$ cat src/rtl/rps_pkg.sv
// ----------------------------------------------------------------------------
// rps_pkg
// shared types and constants of the random permutation shuffler
// ----------------------------------------------------------------------------
package rps_pkg;

	localparam int MAX_ENTRIES_DEF = 64;    // default store depth
	localparam int DRAW_W          = 31;    // bits of one random draw
	localparam int SIZE_W          = 7;     // bits of the size register
	localparam int FIELD_W         = 6;     // bits of position and entry value
	localparam int DIV_CNT_W       = 5;     // counts the bit-serial modulo steps
	localparam int S_TDATA_W       = 32;
	localparam int M_TDATA_W       = 16;

	localparam logic [SIZE_W-1:0] SIZE_RESET = 7'd64;

	// sequencer states
	typedef enum logic [2:0] {
		ST_IDLE,
		ST_DIV,
		ST_RDJ,
		ST_WRI,
		ST_WRJ,
		ST_OUT1,
		ST_LDL,
		ST_OUT2
	} rps_state_t;

endpackage

$ cat src/rtl/random_permutation_shuffler.sv
// ----------------------------------------------------------------------------
// random_permutation_shuffler
// forward fisher-yates shuffle, one swap step per random draw beat
// ----------------------------------------------------------------------------
// sequence: a taken draw beat runs 31 restoring modulo steps in the shared
//   subtract/compare unit, then a read and two writes on the single write
//   port; a new draw beat is taken only after its result beats are taken
// reset: size 64, step 0, all valid bits cleared so the store reads as identity
module random_permutation_shuffler #(
	parameter int MAX_ENTRIES = rps_pkg::MAX_ENTRIES_DEF
) (
	input  logic                          clk,
	input  logic                          arst_n,
	// draw input; s_tdata[30:0] random_draw, bit 31 zero
	input  logic                          s_tvalid,
	output logic                          s_tready,
	input  logic [rps_pkg::S_TDATA_W-1:0] s_tdata,
	// result output; m_tdata[5:0] position, [11:6] entry_value, [15:12] zero
	output logic                          m_tvalid,
	input  logic                          m_tready,
	output logic [rps_pkg::M_TDATA_W-1:0] m_tdata,
	output logic                          m_tlast,
	// size register write
	input  logic                          cfg_valid,
	output logic                          cfg_ready,
	input  logic [rps_pkg::SIZE_W-1:0]    cfg_data
);
	import rps_pkg::*;

	localparam int IDX_W = (MAX_ENTRIES > 1) ? $clog2(MAX_ENTRIES) : 1;
	localparam int NW    = $clog2(MAX_ENTRIES + 1);
	localparam int CW    = (NW > SIZE_W) ? NW : SIZE_W;      // size arithmetic width
	localparam int SUM_W = ((IDX_W > SIZE_W) ? IDX_W : SIZE_W) + 1;
	localparam int EXT_W = (IDX_W > FIELD_W) ? IDX_W : FIELD_W;

	rps_state_t state_q, state_d;

	// control registers
	logic [SIZE_W-1:0]    size_q;
	logic [IDX_W-1:0]     step_q;
	logic [DIV_CNT_W-1:0] cnt_q;
	logic [MAX_ENTRIES-1:0] valid_q;     // entry written since last refill or size write

	// datapath registers
	logic [DRAW_W-1:0] draw_q;
	logic [SIZE_W-1:0] rem_q;
	logic [SIZE_W-1:0] span_q;
	logic [IDX_W-1:0]  vi_q;
	logic [IDX_W-1:0]  j_q;
	logic [IDX_W-1:0]  out_pos_q;
	logic [IDX_W-1:0]  out_val_q;
	logic              out_last_q;

	// permutation store with registered read
	logic [IDX_W-1:0] mem [MAX_ENTRIES];
	logic [IDX_W-1:0] rd_data_q;
	logic             rd_valid_q;
	logic [IDX_W-1:0] rd_addr_q;

	// sequencer outputs
	logic [IDX_W-1:0] rd_addr;
	logic             wr_en;
	logic [IDX_W-1:0] wr_addr;
	logic [IDX_W-1:0] wr_data;
	logic             refill;

	// derived values
	logic [CW-1:0]     size_ext;
	logic [CW-1:0]     n_eff;
	logic [SIZE_W-1:0] span_d;
	logic [IDX_W-1:0]  nm1;
	logic              is_last;
	logic [IDX_W-1:0]  rd_val;
	logic [SIZE_W:0]   trial;
	logic              ge;
	logic [SIZE_W-1:0] rem_nx;
	logic [IDX_W-1:0]  j_d;
	logic              s_acc;
	logic              m_acc;
	logic [EXT_W-1:0]  pos_ext;
	logic [EXT_W-1:0]  val_ext;

	// effective size clamped to 2..MAX_ENTRIES
	always_comb begin
		size_ext = CW'(size_q);
		if (size_ext < CW'(2)) begin
			n_eff = CW'(2);
		end else if (size_ext > CW'(MAX_ENTRIES)) begin
			n_eff = CW'(MAX_ENTRIES);
		end else begin
			n_eff = size_ext;
		end
	end

	assign span_d  = SIZE_W'(n_eff - CW'(step_q));
	assign nm1     = IDX_W'(n_eff - CW'(1));
	assign is_last = (CW'(step_q) == (n_eff - CW'(2)));

	// unwritten entries read as their own index
	assign rd_val = rd_valid_q ? rd_data_q : rd_addr_q;

	// shared unit: one restoring modulo step per cycle
	assign trial  = {rem_q, draw_q[DRAW_W-1]};
	assign ge     = (trial >= {1'b0, span_q});
	assign rem_nx = ge ? SIZE_W'(trial - {1'b0, span_q}) : trial[SIZE_W-1:0];
	assign j_d    = IDX_W'(SUM_W'(rem_nx) + SUM_W'(step_q));

	assign s_acc = s_tvalid && s_tready;
	assign m_acc = m_tvalid && m_tready;

	// next state and memory control
	always_comb begin
		state_d  = state_q;
		s_tready = 1'b0;
		m_tvalid = 1'b0;
		rd_addr  = step_q;
		wr_en    = 1'b0;
		wr_addr  = step_q;
		wr_data  = rd_val;
		refill   = 1'b0;
		case (state_q)
			ST_IDLE: begin
				s_tready = 1'b1;
				if (s_tvalid) begin
					state_d = ST_DIV;
				end
			end
			ST_DIV: begin
				if (cnt_q == DIV_CNT_W'(DRAW_W - 1)) begin
					state_d = ST_RDJ;
				end
			end
			ST_RDJ: begin
				rd_addr = j_q;
				state_d = ST_WRI;
			end
			ST_WRI: begin
				// entry i takes the value read from j
				wr_en   = 1'b1;
				wr_addr = step_q;
				wr_data = rd_val;
				state_d = ST_WRJ;
			end
			ST_WRJ: begin
				wr_en   = 1'b1;
				wr_addr = j_q;
				wr_data = vi_q;
				state_d = ST_OUT1;
			end
			ST_OUT1: begin
				m_tvalid = 1'b1;
				rd_addr  = nm1;    // prefetch the tail entry for the closing step
				if (m_tready) begin
					state_d = is_last ? ST_LDL : ST_IDLE;
				end
			end
			ST_LDL: begin
				rd_addr = nm1;
				state_d = ST_OUT2;
			end
			ST_OUT2: begin
				m_tvalid = 1'b1;
				if (m_tready) begin
					refill  = 1'b1;
					state_d = ST_IDLE;
				end
			end
			default: begin
				state_d = ST_IDLE;
			end
		endcase
	end

	always_ff @(posedge clk or negedge arst_n) begin
		if (!arst_n) begin
			state_q <= ST_IDLE;
		end else begin
			state_q <= state_d;
		end
	end

	// control state: size, step, counter, valid bits
	always_ff @(posedge clk or negedge arst_n) begin
		if (!arst_n) begin
			size_q  <= SIZE_RESET;
			step_q  <= '0;
			cnt_q   <= '0;
			valid_q <= '0;
		end else begin
			if (cfg_valid) begin
				// a size write restarts the run
				size_q  <= cfg_data;
				step_q  <= '0;
				valid_q <= '0;
			end else if (refill) begin
				step_q  <= '0;
				valid_q <= '0;
			end else begin
				if (wr_en) begin
					valid_q[wr_addr] <= 1'b1;
				end
				if (state_q == ST_OUT1 && m_acc && !is_last) begin
					step_q <= step_q + IDX_W'(1);
				end
			end
			if (s_acc) begin
				cnt_q <= '0;
			end else if (state_q == ST_DIV) begin
				cnt_q <= cnt_q + DIV_CNT_W'(1);
			end
		end
	end

	// datapath
	always_ff @(posedge clk) begin
		if (s_acc) begin
			draw_q <= s_tdata[DRAW_W-1:0];
			rem_q  <= '0;
			span_q <= span_d;
		end else if (state_q == ST_DIV) begin
			draw_q <= draw_q << 1;
			rem_q  <= rem_nx;
			if (cnt_q == '0) begin
				vi_q <= rd_val;     // entry i, read while idle
			end
			if (cnt_q == DIV_CNT_W'(DRAW_W - 1)) begin
				j_q <= j_d;
			end
		end
		if (state_q == ST_WRI) begin
			out_pos_q  <= step_q;
			out_val_q  <= rd_val;
			out_last_q <= 1'b0;
		end else if (state_q == ST_LDL) begin
			out_pos_q  <= nm1;
			out_val_q  <= rd_val;
			out_last_q <= 1'b1;
		end
	end

	// store: one write port, one registered read port
	always_ff @(posedge clk) begin
		if (wr_en) begin
			mem[wr_addr] <= wr_data;
		end
		rd_data_q <= mem[rd_addr];
	end

	always_ff @(posedge clk) begin
		rd_valid_q <= valid_q[rd_addr];
		rd_addr_q  <= rd_addr;
	end

	assign cfg_ready = 1'b1;

	assign pos_ext = EXT_W'(out_pos_q);
	assign val_ext = EXT_W'(out_val_q);
	assign m_tdata = {{(M_TDATA_W - 2*FIELD_W){1'b0}}, val_ext[FIELD_W-1:0],
		pos_ext[FIELD_W-1:0]};
	assign m_tlast = out_last_q;

endmodule

$ cat config.mk
export PLATFORM = sky130hd
export DESIGN_NAME = random_permutation_shuffler
export DESIGN_NICKNAME = d
export VERILOG_FILES = /design/src/rtl/rps_pkg.sv /design/src/rtl/random_permutation_shuffler.sv
export SDC_FILE = /design/constraint.sdc
export NUM_CORES = 1
export LEC_CHECK = 0
export BUFFER_PORTS_ARGS = -buffer_cell sky130_fd_sc_hd__buf_2
export CORE_MARGIN = 2
export CORE_UTILIZATION = 65
export CTS_CLUSTER_DIAMETER = 200
export CTS_CLUSTER_SIZE = 16
export DETAILED_ROUTE_END_ITERATION = 7
export PLACE_DENSITY = 0.83
export SYNTH_ARGS = -nofsm -noshare
export SYNTH_HDL_FRONTEND = slang
export SYNTH_SLANG_ARGS = --single-unit
$ cat constraint.sdc
create_clock -name clk -period 5.5 [get_ports clk]
set_input_delay 0.55 -clock clk [delete_from_list [all_inputs] [get_ports clk]]
set_output_delay 0.55 -clock clk [all_outputs]
set_load 0.01 [all_outputs]
==> results of run 1 <==
==> stage by stage <==
stage / hold WS, ns / std cells
2_1_floorplan: 0.2544 / 2066
3_3_place_gp: 0.4508 / 2501
3_5_place_dp: 0.4705 / 2501
4_1_cts: 0.1897 / 2576
5_1_grt: 0.1985 / 2576
6_report: 0.1968 / 2576
==> sequential cells by signal (all words and copies together) (netlist names) <==
name / flops
span_q: 7
j_q: 6
valid_q: 64
state_q: 3
draw_q: 31
rd_valid_q: 1
cnt_q: 5
mem: 384
step_q: 6
size_ext: 7
rd_data_q: 6
out_val_q: 6
rem_q: 7
out_pos_q: 6
m_tlast: 1
vi_q: 6
rd_addr_q: 6
==> worst max-delay path by stage <==
| stage | from | end | slack, ns | cells past startpoint |
|---|---|---|---|---|
| global route | size_ext[4] | rd_data_q[0] | 0.55 | 15 |
| CTS | size_ext[4] | rd_data_q[0] | 0.76 | 14 |
| global placement | size_ext[4] | rd_data_q[2] | 1.01 | 14 |
| detailed placement | size_ext[4] | rd_data_q[1] | 0.83 | 14 |
| floorplan | draw_q[30] | j_q[5] | 1.73 | 19 |
| finish | size_ext[4] | rd_data_q[0] | 0.67 | 14 |
==> cell type report <==
class                   count  area share
clock inverters             3    0.001025
well taps                 468     0.02284
inverters                  40    0.006100
multi-input cells        1355      0.2823
clock buffers              71     0.04441
repair buffers             87     0.02157
flip-flops and latches    552      0.6218
==> layout by cell type (no fill, tap or decap), drive strengths merged, types with 40 or more instances in the layout <==
master,count
nand3,70
dfrtp,84
inv,40
mux2,46
nand2,462
clkbuf,71
nor2,263
edfxtp,446
buf,86
a21oi,155
==> kinds of logic (layout without fill, tap and decap cells) <==
logic type / after synthesis / in the layout
compound gates: 293 / 293
xor+xnor: 31 / 31
fa+ha+maj: 28 / 28
buf+inv: 159 / 201
flops: 552 / 552
mux: 59 / 59
other cells: 2 / 5
simple gates: 939 / 939
==> synth_stat cells (5+ instances only) <==
cell type / n / area (um2)
sky130_fd_sc_hd__a311oi_1: 8 / 70.07
sky130_fd_sc_hd__nand3_1: 68 / 340.3
sky130_fd_sc_hd__clkbuf_1: 43 / 161.4
sky130_fd_sc_hd__nand4_1: 22 / 137.6
sky130_fd_sc_hd__nor2b_1: 6 / 37.54
sky130_fd_sc_hd__inv_2: 5 / 18.77
sky130_fd_sc_hd__a21o_1: 12 / 90.09
sky130_fd_sc_hd__nor3_1: 33 / 165.2
sky130_fd_sc_hd__edfxtp_1: 446 / 13390
sky130_fd_sc_hd__buf_6: 6 / 67.56
sky130_fd_sc_hd__buf_2: 46 / 230.2
sky130_fd_sc_hd__or4_1: 9 / 67.56
sky130_fd_sc_hd__a31oi_1: 14 / 87.58
sky130_fd_sc_hd__xnor2_1: 24 / 210.2
sky130_fd_sc_hd__or3_1: 13 / 81.33
sky130_fd_sc_hd__a21oi_1: 154 / 770.7
sky130_fd_sc_hd__dfrtp_1: 84 / 2102
sky130_fd_sc_hd__a32oi_1: 7 / 61.31
sky130_fd_sc_hd__mux2_2: 46 / 518.0
sky130_fd_sc_hd__xor2_1: 7 / 61.31
sky130_fd_sc_hd__o21bai_1: 5 / 37.54
sky130_fd_sc_hd__inv_1: 31 / 116.4
sky130_fd_sc_hd__buf_4: 14 / 105.1
sky130_fd_sc_hd__nand2_1: 461 / 1730
sky130_fd_sc_hd__and3_1: 8 / 50.05
sky130_fd_sc_hd__o21ai_0: 27 / 135.1
sky130_fd_sc_hd__nand2b_1: 5 / 31.28
sky130_fd_sc_hd__dfxtp_1: 21 / 420.4
sky130_fd_sc_hd__o221ai_1: 9 / 78.83
sky130_fd_sc_hd__mux2i_1: 13 / 130.1
sky130_fd_sc_hd__ha_1: 25 / 312.8
sky130_fd_sc_hd__buf_1: 10 / 37.54
sky130_fd_sc_hd__nor4_1: 32 / 200.2
sky130_fd_sc_hd__nor2_1: 262 / 983.4
sky130_fd_sc_hd__a211oi_1: 6 / 45.04
==> repair_timing <==
| item | in CTS | in global routing |
|---|---|---|
| endpoints found under the hold margin | 32 | 0 |
| endpoints found under the setup margin | 0 | 0 |
| hold buffers | 1 | 0 |
==> routing by layer <==
metal / part of all wire / wire (um) / vias up / track usage
met3: 0.11 / 6277 / 220 / 0.06390
met1: 0.37 / 21600 / 7951 / 0.4112
met5: 0 / 0 / - / 0
met2: 0.47 / 27380 / 1049 / 0.4840
li1: - / - / 7361 / -
met4: 0.053 / 3064 / 0 / 0.1631
==> worst max-delay path, cell delays in order, from the launching register on <==
cell and delay, ns:
sky130_fd_sc_hd__dfrtp_1 0.48, sky130_fd_sc_hd__or4_4 0.55, sky130_fd_sc_hd__nor2_1 0.10, sky130_fd_sc_hd__o21ai_0 0.18, sky130_fd_sc_hd__ha_1 0.29, sky130_fd_sc_hd__and3_1 0.16
sky130_fd_sc_hd__o31a_2 0.42, sky130_fd_sc_hd__a21oi_4 0.32, sky130_fd_sc_hd__nand2_2 0.38, sky130_fd_sc_hd__inv_2 0.40, sky130_fd_sc_hd__buf_12 0.33, sky130_fd_sc_hd__a21oi_1 0.07
sky130_fd_sc_hd__nor4_1 0.56, sky130_fd_sc_hd__nor4_1 0.24, sky130_fd_sc_hd__o311a_1 0.18
==> power by group <==
part | internal [mW] | leakage (nW) | switching (mW)
sequential | 5.22 | 5.48 | 0.152
combinational | 0.916 | 3.27 | 2.01
clock | 1.41 | 0.554 | 1.40
==> run_summary.xml, run 1 <==
<?xml version="1.0" encoding="UTF-8"?>
<metrics>
  <group name="min_path">
    <metric name="holdPathEnd" unit="">size_ext[5]</metric>
    <metric name="hold_start" unit="">cfg_data[5]</metric>
    <metric name="hold_path_depth" unit="">2</metric>
    <metric name="class_of_the_tightest_hold_or_removal_check" unit="">in -&gt; reg</metric>
  </group>
  <group name="placed_design">
    <metric name="place_ws" unit="ns">0.8316</metric>
    <metric name="place_hpwl" unit="um">36460</metric>
    <metric name="portBuffers" unit="">57</metric>
    <metric name="detailed_place.area" unit="mm2">0.02446</metric>
    <metric name="place_congestion" unit="">0.9268</metric>
  </group>
  <group name="power">
    <metric name="power.density" unit="mW/mm2">433.5</metric>
    <metric name="power_leakage" unit="nW">9.311</metric>
    <metric name="finalPower" unit="mW">11.11</metric>
    <metric name="ir_worst_vdd" unit="uV">390.9</metric>
  </group>
  <group name="cts">
    <metric name="tritoncts" unit="">done</metric>
    <metric name="h-tree-depth" unit="">2</metric>
    <metric name="tritoncts.num_buffers" unit="">40</metric>
    <metric name="clk_pin_slew_worst_paths" unit="ns">0.08</metric>
    <metric name="clockBufferDepth" unit="">3</metric>
    <metric name="tritoncts_num_sinks" unit="">552</metric>
    <metric name="cts_root_buf" unit="">sky130_fd_sc_hd__clkbuf_16</metric>
    <metric name="clock_latency_reported_for_the_late_side_of_the_worst_skew_pair" unit="ns">0.58</metric>
    <metric name="postCtsResizedCells" unit="">0</metric>
    <metric name="post_cts_setup_buffers" unit="">0</metric>
  </group>
  <group name="floorplan">
    <metric name="num_io_pins" unit="">64</metric>
    <metric name="placeableCoreArea" unit="mm2">0.03635</metric>
    <metric name="die-width" unit="um">195.6</metric>
    <metric name="rows" unit="">70</metric>
    <metric name="die_h" unit="um">195.6</metric>
    <metric name="initial_core_util" unit="">0.6565</metric>
    <metric name="dieArea" unit="mm2">0.03826</metric>
  </group>
  <group name="grt">
    <metric name="grt_first_pass_wirelength" unit="um">89600</metric>
    <metric name="via_count_of_the_first_global_routing_pass" unit="">16000</metric>
    <metric name="gr-total-overflow" unit="">0</metric>
    <metric name="grt_use_total" unit="">0.3083</metric>
    <metric name="grt_max_degree" unit="">216</metric>
    <metric name="grt_antenna_before_repair" unit="">0</metric>
  </group>
  <group name="run">
    <metric name="cap_violations" unit="">0</metric>
  </group>
  <group name="yosys">
    <metric name="synthSimpleGateAreaFrac" unit="">0.1674</metric>
    <metric name="synth-main-ff-cell" unit="">sky130_fd_sc_hd__edfxtp_1</metric>
    <metric name="yosys-mux-area-fraction" unit="">0.02716</metric>
    <metric name="syn_inst" unit="">2063</metric>
    <metric name="synthesis.yosys.warnings" unit="">0</metric>
    <metric name="share_of_the_synthesized_area_in_compound_gates_ao_oa_aoi_oai" unit="">0.07844</metric>
    <metric name="ys_types" unit="">82</metric>
    <metric name="synth_enable_flop_cells" unit="">446</metric>
    <metric name="synth_seq_area_share" unit="">0.6681</metric>
    <metric name="arithmetic_cell_share_of_the_synthesized_area_counting_full_adders_half_adders_and_majority_gates" unit="">0.01563</metric>
    <metric name="post_synth_xor_xnor_area" unit="">0.01138</metric>
    <metric name="syn_area" unit="mm2">0.02386</metric>
    <metric name="synth_top_family_by_area" unit="">simple AND/OR/NAND/NOR gates</metric>
    <metric name="synth_area_per_cell" unit="um2">11.57</metric>
    <metric name="postSynthRegisterBits" unit="">552</metric>
    <metric name="postSynth.asyncResetShare" unit="">0.1540</metric>
  </group>
  <group name="worst_setup_path">
    <metric name="timing.critical_path.fanout_max" unit="">60</metric>
    <metric name="rr_worst_depth" unit="">14</metric>
    <metric name="end_kind" unit="">flop</metric>
    <metric name="worst_ep_required_time" unit="ns">5.97</metric>
    <metric name="worstReg2RegEnd" unit="">rd_data_q[0]</metric>
    <metric name="cp.arrival" unit="ns">5.30</metric>
    <metric name="type_of_origin_of_the_critical_path" unit="">flop</metric>
    <metric name="setup.worst_path.class" unit="">reg -&gt; reg</metric>
    <metric name="reg2reg_setup_slack" unit="ns">0.67</metric>
    <metric name="critical_path.reg2reg.startpoint" unit="">size_ext[4]</metric>
  </group>
  <group name="sta">
    <metric name="report.final.hold_viol_count" unit="">0</metric>
    <metric name="finClkSkew" unit="ns">0.01565</metric>
    <metric name="report.final.setup_viol" unit="">0</metric>
    <metric name="report.final.slew_viol_count" unit="">0</metric>
    <metric name="finalSetupTns" unit="ns">0</metric>
    <metric name="rsz0062_at_grt" unit="">false</metric>
    <metric name="fin_ws" unit="ns">0.6710</metric>
    <metric name="finalWorstPathRequiredPeriod" unit="ns">4.829</metric>
    <metric name="final.period_utilization" unit="">0.8780</metric>
    <metric name="relSlewSlack" unit="">0.1513</metric>
    <metric name="achievable-frequency" unit="GHz">0.2071</metric>
    <metric name="tightest_slew" unit="ns">1.270</metric>
  </group>
  <group name="detailed_routing">
    <metric name="vias" unit="">16580</metric>
    <metric name="avgRoutedWirePerCell" unit="um">22.64</metric>
    <metric name="drt_iter0_markers" unit="">2196</metric>
    <metric name="route.final.wire_length" unit="um">58320</metric>
    <metric name="drtPass1Iterations" unit="">6</metric>
    <metric name="vias_per_cell" unit="">6.437</metric>
    <metric name="route.detailed.drc" unit="">0</metric>
    <metric name="drtAntennaViolNets" unit="">0</metric>
  </group>
  <group name="finish">
    <metric name="register_area" unit="mm2">0.01594</metric>
    <metric name="finalInstanceArea" unit="mm2">0.02564</metric>
    <metric name="fillerInstances" unit="">2341</metric>
    <metric name="area_growth" unit="%">7.446</metric>
    <metric name="layout-drive-gt1-share" unit="">0.1010</metric>
    <metric name="diodes" unit="">0</metric>
    <metric name="multiInputGateArea" unit="mm2">0.007237</metric>
    <metric name="share_of_the_core_filled_with_cells" unit="">0.7054</metric>
    <metric name="final_net_count" unit="">2148</metric>
  </group>
  <group name="run_status">
    <metric name="status" unit="">finished, final reports clean</metric>
  </group>
</metrics>
(Power assumes the default switching activity.)
==> inputs of run 2 (changes only) <==
--- a/config.mk
+++ b/config.mk
@@ -6,12 +6,14 @@
 export NUM_CORES = 1
 export LEC_CHECK = 0
 export BUFFER_PORTS_ARGS = -buffer_cell sky130_fd_sc_hd__buf_2
+export CELL_PAD_IN_SITES_DETAIL_PLACEMENT = 0
+export CELL_PAD_IN_SITES_GLOBAL_PLACEMENT = 1
 export CORE_MARGIN = 2
-export CORE_UTILIZATION = 65
+export CORE_UTILIZATION = 51
 export CTS_CLUSTER_DIAMETER = 200
 export CTS_CLUSTER_SIZE = 16
 export DETAILED_ROUTE_END_ITERATION = 7
-export PLACE_DENSITY = 0.83
+export PLACE_DENSITY_LB_ADDON = 0.1
 export SYNTH_ARGS = -nofsm -noshare
 export SYNTH_HDL_FRONTEND = slang
 export SYNTH_SLANG_ARGS = --single-unit
==> constraint.sdc (replaced) <==
create_clock -name clk -period 4.85 [get_ports clk]
set_input_delay 0.485 -clock clk [delete_from_list [all_inputs] [get_ports clk]]
set_output_delay 0.485 -clock clk [all_outputs]
set_load 0.01 [all_outputs]
==> run 2 against run 1 <==
Net effect:
- clock skew increased by 0.0031 ns
- worst hold slack got worse by 0.075 ns
- register-to-register slack got worse by 0.37 ns
- final area increased by 1.3%
- clock power increased by 13%
- critical path type unchanged
- largest cell class unchanged
- largest power group unchanged
==> run_summary.xml, run 2 (same netlist as run 1, synthesis figures left out) <==
<?xml version="1.0" encoding="UTF-8"?>
<metrics>
  <group name="cts">
    <metric name="clock_latency_reported_for_the_late_side_of_the_worst_skew_pair" unit="ns">0.57</metric>
    <metric name="postCtsResizedCells" unit="">0</metric>
    <metric name="h-tree-depth" unit="">2</metric>
    <metric name="tritoncts.num_buffers" unit="">40</metric>
    <metric name="post_cts_setup_buffers" unit="">0</metric>
    <metric name="clk_pin_slew_worst_paths" unit="ns">0.08</metric>
    <metric name="cts_root_buf" unit="">sky130_fd_sc_hd__clkbuf_16</metric>
    <metric name="tritoncts_num_sinks" unit="">552</metric>
    <metric name="tritoncts" unit="">done</metric>
    <metric name="clockBufferDepth" unit="">3</metric>
  </group>
  <group name="detailed_routing">
    <metric name="avgRoutedWirePerCell" unit="um">22.86</metric>
    <metric name="vias" unit="">16070</metric>
    <metric name="drt_iter0_markers" unit="">1557</metric>
    <metric name="route.detailed.drc" unit="">0</metric>
    <metric name="drtAntennaViolNets" unit="">0</metric>
    <metric name="route.final.wire_length" unit="um">62580</metric>
    <metric name="vias_per_cell" unit="">5.870</metric>
    <metric name="drtPass1Iterations" unit="">5</metric>
  </group>
  <group name="floorplan">
    <metric name="die_h" unit="um">220.3</metric>
    <metric name="placeableCoreArea" unit="mm2">0.04636</metric>
    <metric name="die-width" unit="um">220.3</metric>
    <metric name="num_io_pins" unit="">64</metric>
    <metric name="rows" unit="">79</metric>
    <metric name="dieArea" unit="mm2">0.04853</metric>
    <metric name="initial_core_util" unit="">0.5147</metric>
  </group>
  <group name="run_status">
    <metric name="status" unit="">finished, final reports clean</metric>
  </group>
  <group name="finish">
    <metric name="largest_register_ff_count" unit="">384</metric>
    <metric name="layout_top_registers" unit="">mem (384), valid_q (64), draw_q (31)</metric>
    <metric name="fillerInstances" unit="">3951</metric>
    <metric name="area_growth" unit="%">8.893</metric>
    <metric name="max_flop_register" unit="">mem</metric>
    <metric name="top_library_cells_by_usage_in_the_layout_fill_and_taps_aside" unit="">sky130_fd_sc_hd__nand2_1 (461), sky130_fd_sc_hd__edfxtp_1 (446), sky130_fd_sc_hd__nor2_1 (256)</metric>
    <metric name="layout-drive-gt1-share" unit="">0.1103</metric>
    <metric name="final_net_count" unit="">2172</metric>
    <metric name="diodes" unit="">0</metric>
    <metric name="mostFrequentLayoutCell" unit="">sky130_fd_sc_hd__nand2_1</metric>
  </group>
  <group name="power">
    <metric name="power_leakage" unit="nW">9.422</metric>
    <metric name="power.density" unit="mW/mm2">491.2</metric>
    <metric name="finalPower" unit="mW">12.76</metric>
    <metric name="ir_worst_vdd" unit="uV">338.7</metric>
  </group>
  <group name="worst_setup_path">
    <metric name="cp.arrival" unit="ns">5.06</metric>
    <metric name="worst_ep_required_time" unit="ns">5.36</metric>
    <metric name="rr_worst_depth" unit="">15</metric>
    <metric name="reg2reg_setup_slack" unit="ns">0.30</metric>
    <metric name="crit_path_max_incr_delay" unit="ns">0.76</metric>
    <metric name="timing.critical_path.fanout_max" unit="">21</metric>
    <metric name="critical_path.reg2reg.startpoint" unit="">size_ext[4]</metric>
    <metric name="slowest_stage" unit="">sky130_fd_sc_hd__nor4_1</metric>
    <metric name="crit_path_cell_trace" unit="">or4_4 &gt; nor2_1 &gt; o21ai_0 &gt; ha_1 &gt; or3b_1 &gt; o2bb2ai_1 &gt; xnor2_1 &gt; o31a_1 &gt; o21a_1 &gt; inv_1 &gt; buf_4 &gt; nand3_1 &gt; nor3_1 &gt; nor4_1 &gt; o311a_1</metric>
    <metric name="type_of_origin_of_the_critical_path" unit="">flop</metric>
    <metric name="worstReg2RegEnd" unit="">rd_data_q[2]</metric>
    <metric name="end_kind" unit="">flop</metric>
    <metric name="setup.worst_path.class" unit="">reg -&gt; reg</metric>
  </group>
  <group name="sta">
    <metric name="finalWorstPathRequiredPeriod" unit="ns">4.547</metric>
    <metric name="tightest_slew" unit="ns">1.159</metric>
    <metric name="report.final.hold_viol_count" unit="">0</metric>
    <metric name="final.period_utilization" unit="">0.9376</metric>
    <metric name="relSlewSlack" unit="">0.2263</metric>
    <metric name="achievable-frequency" unit="GHz">0.2199</metric>
    <metric name="fin_ws" unit="ns">0.3026</metric>
    <metric name="finClkSkew" unit="ns">0.01879</metric>
    <metric name="finalSetupTns" unit="ns">0</metric>
    <metric name="report.final.slew_viol_count" unit="">0</metric>
    <metric name="report.final.setup_viol" unit="">0</metric>
    <metric name="worst_hold_slack" unit="ns">0.1215</metric>
    <metric name="rsz0062_at_grt" unit="">false</metric>
  </group>
  <group name="min_path">
    <metric name="class_of_the_tightest_hold_or_removal_check" unit="">in -&gt; reg</metric>
    <metric name="hold_path_depth" unit="">3</metric>
    <metric name="holdPathEnd" unit="">size_ext[6]</metric>
    <metric name="hold_start" unit="">cfg_data[6]</metric>
  </group>
  <group name="grt">
    <metric name="grt_first_pass_wirelength" unit="um">95970</metric>
    <metric name="grt_use_total" unit="">0.2653</metric>
    <metric name="grt_max_degree" unit="">83</metric>
    <metric name="gr-total-overflow" unit="">0</metric>
    <metric name="grt_antenna_before_repair" unit="">0</metric>
    <metric name="via_count_of_the_first_global_routing_pass" unit="">15520</metric>
  </group>
  <group name="placed_design">
    <metric name="place_ws" unit="ns">0.3594</metric>
    <metric name="portBuffers" unit="">57</metric>
    <metric name="place_hpwl" unit="um">40080</metric>
    <metric name="place_congestion" unit="">0.8162</metric>
  </group>
  <group name="run">
    <metric name="cap_violations" unit="">0</metric>
  </group>
</metrics>
## run 2: cell count changes in the layout (fill, tap and decap cells not counted), sizes merged
cell  change
inv       -2
buf      +24
## run 2: layer usage
metal | routed length [um] | GRT usage | vias up | part of all wire
met5 | 0 | 0 | - | 0
met4 | 1855 | 0.08501 | 0 | 0.030
met3 | 4043 | 0.04000 | 108 | 0.065
met2 | 29240 | 0.4146 | 553 | 0.47
met1 | 27440 | 0.3843 | 8017 | 0.44
li1 | - | - | 7389 | -
## run 2: layout make-up
| type | count | area, um2 | area share |
|---|---|---|---|
| clock inverters | 1 | 8.758 | 0.0003371 |
| clock buffers | 71 | 1139 | 0.04382 |
| multi-input cells | 1355 | 7246 | 0.2789 |
| repair buffers | 111 | 733.2 | 0.02822 |
| well taps | 607 | 759.5 | 0.02923 |
| inverters | 40 | 156.4 | 0.006019 |
| flip-flops and latches | 552 | 15940 | 0.6135 |
## run 2: power by group
part	total (mW)	internal (mW)	switching, mW
logic	3.51	1.12	2.38
registers	6.08	5.92	0.159
clock network	3.18	1.60	1.59
## run 2: per-stage QoR
| stage | instance area [um2] | cells | util |
|---|---|---|---|
| floorplan | 23870 | 2066 | - |
| global placement | 24830 | 2664 | 0.5355 |
| detailed placement | 24830 | 2664 | 0.5355 |
| CTS | 25980 | 2737 | 0.5605 |
| global route | 25980 | 2737 | 0.5605 |
| finish | 25980 | 2737 | 0.5605 |
## run 2: worst max path at each step
| stage | start | to | slack [ns] | cells past startpoint |
|---|---|---|---|---|
| after floorplan | draw_q[30] | j_q[5] | 1.08 | 19 |
| after global placement | size_ext[2] | rd_data_q[2] | 0.50 | 13 |
| after detailed placement | size_ext[4] | rd_data_q[2] | 0.36 | 15 |
| after CTS | size_ext[4] | rd_data_q[2] | 0.33 | 15 |
| after global routing | size_ext[4] | rd_data_q[2] | 0.02 | 15 |
| final | size_ext[4] | rd_data_q[2] | 0.30 | 15 |
## run 2: timing repair
| item | in CTS | in global routing |
|---|---|---|
| hold buffers | 1 | 0 |
| endpoints found under the setup margin | 0 | 0 |
| endpoints found under the hold margin | 43 | 0 |
## run 2: critical path: cells and delay by family, from the launching register on
kind                     cells  cell delay, ns
AO/OA/AOI/OAI                5            1.28
AND/OR/NAND/NOR              6            1.79
XOR/XNOR                     1            0.22
adder cells (fa/ha/maj)      1            0.40
buffers and inverters        2            0.30
flip-flops                   1            0.49
==> inputs of run 3 (changes only) <==
--- a/config.mk
+++ b/config.mk
@@ -5,14 +5,14 @@
 export SDC_FILE = /design/constraint.sdc
 export NUM_CORES = 1
 export LEC_CHECK = 0
-export BUFFER_PORTS_ARGS = -buffer_cell sky130_fd_sc_hd__buf_2
 export CELL_PAD_IN_SITES_DETAIL_PLACEMENT = 0
 export CELL_PAD_IN_SITES_GLOBAL_PLACEMENT = 1
 export CORE_MARGIN = 2
-export CORE_UTILIZATION = 51
+export CORE_UTILIZATION = 52
 export CTS_CLUSTER_DIAMETER = 200
 export CTS_CLUSTER_SIZE = 16
 export DETAILED_ROUTE_END_ITERATION = 7
+export DONT_BUFFER_PORTS = 1
 export PLACE_DENSITY_LB_ADDON = 0.1
 export SYNTH_ARGS = -nofsm -noshare
 export SYNTH_HDL_FRONTEND = slang
==> run 3 against run 2 <==
Net effect:
- sequential cell count stayed put
- cell count is 2.4% lower
- utilization is 0.63 points higher
- critical path type unchanged
- via count is 1.9% lower
- count of clock-buffer cells in the layout stayed put
- register-to-register slack worse by 0.02 ns
- fmax is 0.51% lower
- wire length is 0.82% lower
- first-iteration DRC count is 2.6% lower
- power is 0.98% lower
- final area is 1.0% lower
- critical path depth is 1 lower
==> run_summary.xml, run 3 (same netlist as run 1, synthesis figures left out) <==
<?xml version="1.0" encoding="UTF-8"?>
<metrics>
  <group name="grt">
    <metric name="grt_use_total" unit="">0.2646</metric>
    <metric name="globalRoute.busiestLayer" unit="">met2</metric>
    <metric name="grt_antenna_before_repair" unit="">1</metric>
    <metric name="met2_usage" unit="">0.4170</metric>
    <metric name="gr-total-overflow" unit="">0</metric>
    <metric name="grt_max_degree" unit="">86</metric>
    <metric name="grt_first_pass_wirelength" unit="um">93440</metric>
    <metric name="met1_usage" unit="">0.3726</metric>
    <metric name="grt_use_met3" unit="">0.04635</metric>
    <metric name="via_count_of_the_first_global_routing_pass" unit="">15150</metric>
  </group>
  <group name="finish">
    <metric name="top_library_cells_by_usage_in_the_layout_fill_and_taps_aside" unit="">sky130_fd_sc_hd__nand2_1 (461), sky130_fd_sc_hd__edfxtp_1 (446), sky130_fd_sc_hd__nor2_1 (256)</metric>
    <metric name="fillerInstances" unit="">3869</metric>
    <metric name="share_of_the_core_filled_with_cells" unit="">0.5668</metric>
    <metric name="layout-drive-gt1-share" unit="">0.08542</metric>
    <metric name="diodes" unit="">0</metric>
    <metric name="instances_no_fill" unit="">2672</metric>
    <metric name="final_net_count" unit="">2114</metric>
    <metric name="area_growth" unit="%">7.792</metric>
    <metric name="max_flop_register" unit="">mem</metric>
    <metric name="layout_top_registers" unit="">mem (384), valid_q (64), draw_q (31)</metric>
    <metric name="largest_register_ff_count" unit="">384</metric>
    <metric name="mostFrequentLayoutCell" unit="">sky130_fd_sc_hd__nand2_1</metric>
  </group>
  <group name="worst_setup_path">
    <metric name="timing.critical_path.fanout_max" unit="">20</metric>
    <metric name="setup.worst_path.class" unit="">reg -&gt; reg</metric>
    <metric name="end_kind" unit="">flop</metric>
    <metric name="crit_path_end" unit="">rd_data_q[1]</metric>
    <metric name="setup.worst_path.start" unit="">size_ext[3]</metric>
    <metric name="critical_path.reg2reg.startpoint" unit="">size_ext[3]</metric>
    <metric name="worst_ep_required_time" unit="ns">5.36</metric>
    <metric name="rr_worst_depth" unit="">14</metric>
    <metric name="worstReg2RegEnd" unit="">rd_data_q[1]</metric>
    <metric name="reg2reg_setup_slack" unit="ns">0.28</metric>
    <metric name="cp.arrival" unit="ns">5.08</metric>
    <metric name="type_of_origin_of_the_critical_path" unit="">flop</metric>
  </group>
  <group name="cts">
    <metric name="h-tree-depth" unit="">2</metric>
    <metric name="clk_pin_slew_worst_paths" unit="ns">0.08</metric>
    <metric name="tritoncts" unit="">done</metric>
    <metric name="clock_latency_reported_for_the_late_side_of_the_worst_skew_pair" unit="ns">0.58</metric>
    <metric name="cts_root_buf" unit="">sky130_fd_sc_hd__clkbuf_16</metric>
    <metric name="tritoncts.num_buffers" unit="">40</metric>
    <metric name="post_cts_setup_buffers" unit="">0</metric>
    <metric name="clockBufferDepth" unit="">3</metric>
    <metric name="tritoncts_num_sinks" unit="">552</metric>
  </group>
  <group name="detailed_routing">
    <metric name="route.final.wire_length" unit="um">62060</metric>
    <metric name="vias" unit="">15770</metric>
    <metric name="avgRoutedWirePerCell" unit="um">23.23</metric>
    <metric name="vias_per_cell" unit="">5.901</metric>
    <metric name="route.detailed.drc" unit="">0</metric>
    <metric name="drtAntennaViolNets" unit="">0</metric>
    <metric name="drt_iter0_markers" unit="">1517</metric>
    <metric name="drtPass1Iterations" unit="">5</metric>
  </group>
  <group name="sta">
    <metric name="finalSetupTns" unit="ns">0</metric>
    <metric name="report.final.setup_viol" unit="">0</metric>
    <metric name="report.final.hold_viol_count" unit="">0</metric>
    <metric name="tightest_slew" unit="ns">1.161</metric>
    <metric name="final.period_utilization" unit="">0.9425</metric>
    <metric name="report.final.slew_viol_count" unit="">0</metric>
    <metric name="achievable-frequency" unit="GHz">0.2188</metric>
    <metric name="finClkSkew" unit="ns">0.02249</metric>
    <metric name="finalWorstPathRequiredPeriod" unit="ns">4.571</metric>
    <metric name="rsz0062_at_grt" unit="">false</metric>
    <metric name="relSlewSlack" unit="">0.2230</metric>
  </group>
  <group name="run_status">
    <metric name="status" unit="">finished, final reports clean</metric>
  </group>
  <group name="power">
    <metric name="power_leakage" unit="nW">9.207</metric>
    <metric name="power.density" unit="mW/mm2">491.4</metric>
    <metric name="finalPower" unit="mW">12.64</metric>
    <metric name="ir_worst_vdd" unit="uV">429.1</metric>
  </group>
  <group name="floorplan">
    <metric name="die-width" unit="um">218.2</metric>
    <metric name="placeableCoreArea" unit="mm2">0.04538</metric>
    <metric name="initial_core_util" unit="">0.5258</metric>
    <metric name="rows" unit="">78</metric>
    <metric name="num_io_pins" unit="">64</metric>
    <metric name="die_h" unit="um">218.2</metric>
    <metric name="dieArea" unit="mm2">0.04762</metric>
  </group>
  <group name="placed_design">
    <metric name="numPlacedInstances" unit="">2597</metric>
    <metric name="place_hpwl" unit="um">39570</metric>
    <metric name="place_congestion" unit="">0.8469</metric>
    <metric name="portBuffers" unit="">0</metric>
  </group>
  <group name="min_path">
    <metric name="class_of_the_tightest_hold_or_removal_check" unit="">in -&gt; reg</metric>
  </group>
  <group name="run">
    <metric name="cap_violations" unit="">0</metric>
  </group>
</metrics>
-- run 3: area by class of cell --
cell class              count  area (um2)  share of cell area
clock buffers              71        1139             0.04427
flip-flops and latches    552       15940              0.6198
inverters                  40       156.4            0.006081
clock inverters             1       8.758           0.0003405
repair buffers             53       473.0             0.01839
well taps                 600       750.7             0.02919
multi-input cells        1355        7252              0.2819
-- run 3: worst min path at each step --
stage | startpoint | end | slack (ns) | cells after the start
2_1_floorplan | arst_n | cnt_q[0] | 0.19 | 0
3_3_place_gp | arst_n | cnt_q[1] | 0.19 | 0
3_5_place_dp | arst_n | cnt_q[3] | 0.19 | 0
4_1_cts | cfg_valid | size_ext[6] | 0.02 | 2
5_1_grt | cfg_valid | size_ext[6] | 0.04 | 2
6_report | cfg_valid | size_ext[6] | 0.03 | 2
-- run 3: per-stage QoR --
stage          area, um2  setup WS [ns]  hold slack (ns)
5_1_grt            25720        0.04321          0.04344
2_1_floorplan      23870          1.079           0.1894
3_5_place_dp       24520         0.3314           0.1947
3_3_place_gp       24520         0.3816           0.1946
4_1_cts            25710         0.3034          0.01589
6_report           25720         0.2791          0.03279
-- run 3: report_power, final --
group          switching (mW)  leakage [nW]  internal, mW
clock network            1.58         0.545          1.60
logic                    2.29          3.18          1.07
registers               0.176          5.48          5.92
total                    4.05          9.21          8.59
-- run 3: per-layer routing --
layer	part of all wire	vias to the layer above
met3	0.074	102
met5	0	-
met1	0.43	7808
li1	-	7271
met4	0.032	0
met2	0.47	586
-- run 3: worst max-delay path: stages (launching register included) --
cell,delay [ns]
sky130_fd_sc_hd__dfrtp_1,0.43
sky130_fd_sc_hd__or4_4,0.19
sky130_fd_sc_hd__nor2_1,0.04
sky130_fd_sc_hd__o21ai_0,0.45
sky130_fd_sc_hd__ha_1,0.41
sky130_fd_sc_hd__or3b_1,0.38
sky130_fd_sc_hd__o2bb2ai_1,0.19
sky130_fd_sc_hd__xnor2_1,0.17
sky130_fd_sc_hd__o31a_1,0.28
sky130_fd_sc_hd__o21a_1,0.20
sky130_fd_sc_hd__inv_1,0.46
sky130_fd_sc_hd__buf_4,0.38
sky130_fd_sc_hd__nor4_1,0.13
sky130_fd_sc_hd__nor4_1,0.51
sky130_fd_sc_hd__o311a_1,0.26
-- run 3: repair_timing --
| action | in CTS | in global routing |
|---|---|---|
| endpoints found under the setup margin | 0 | 1 |
| hold endpoints to repair | 86 | 0 |
| hold buffers | 3 | 0 |
| resized for setup | 0 | 1 |
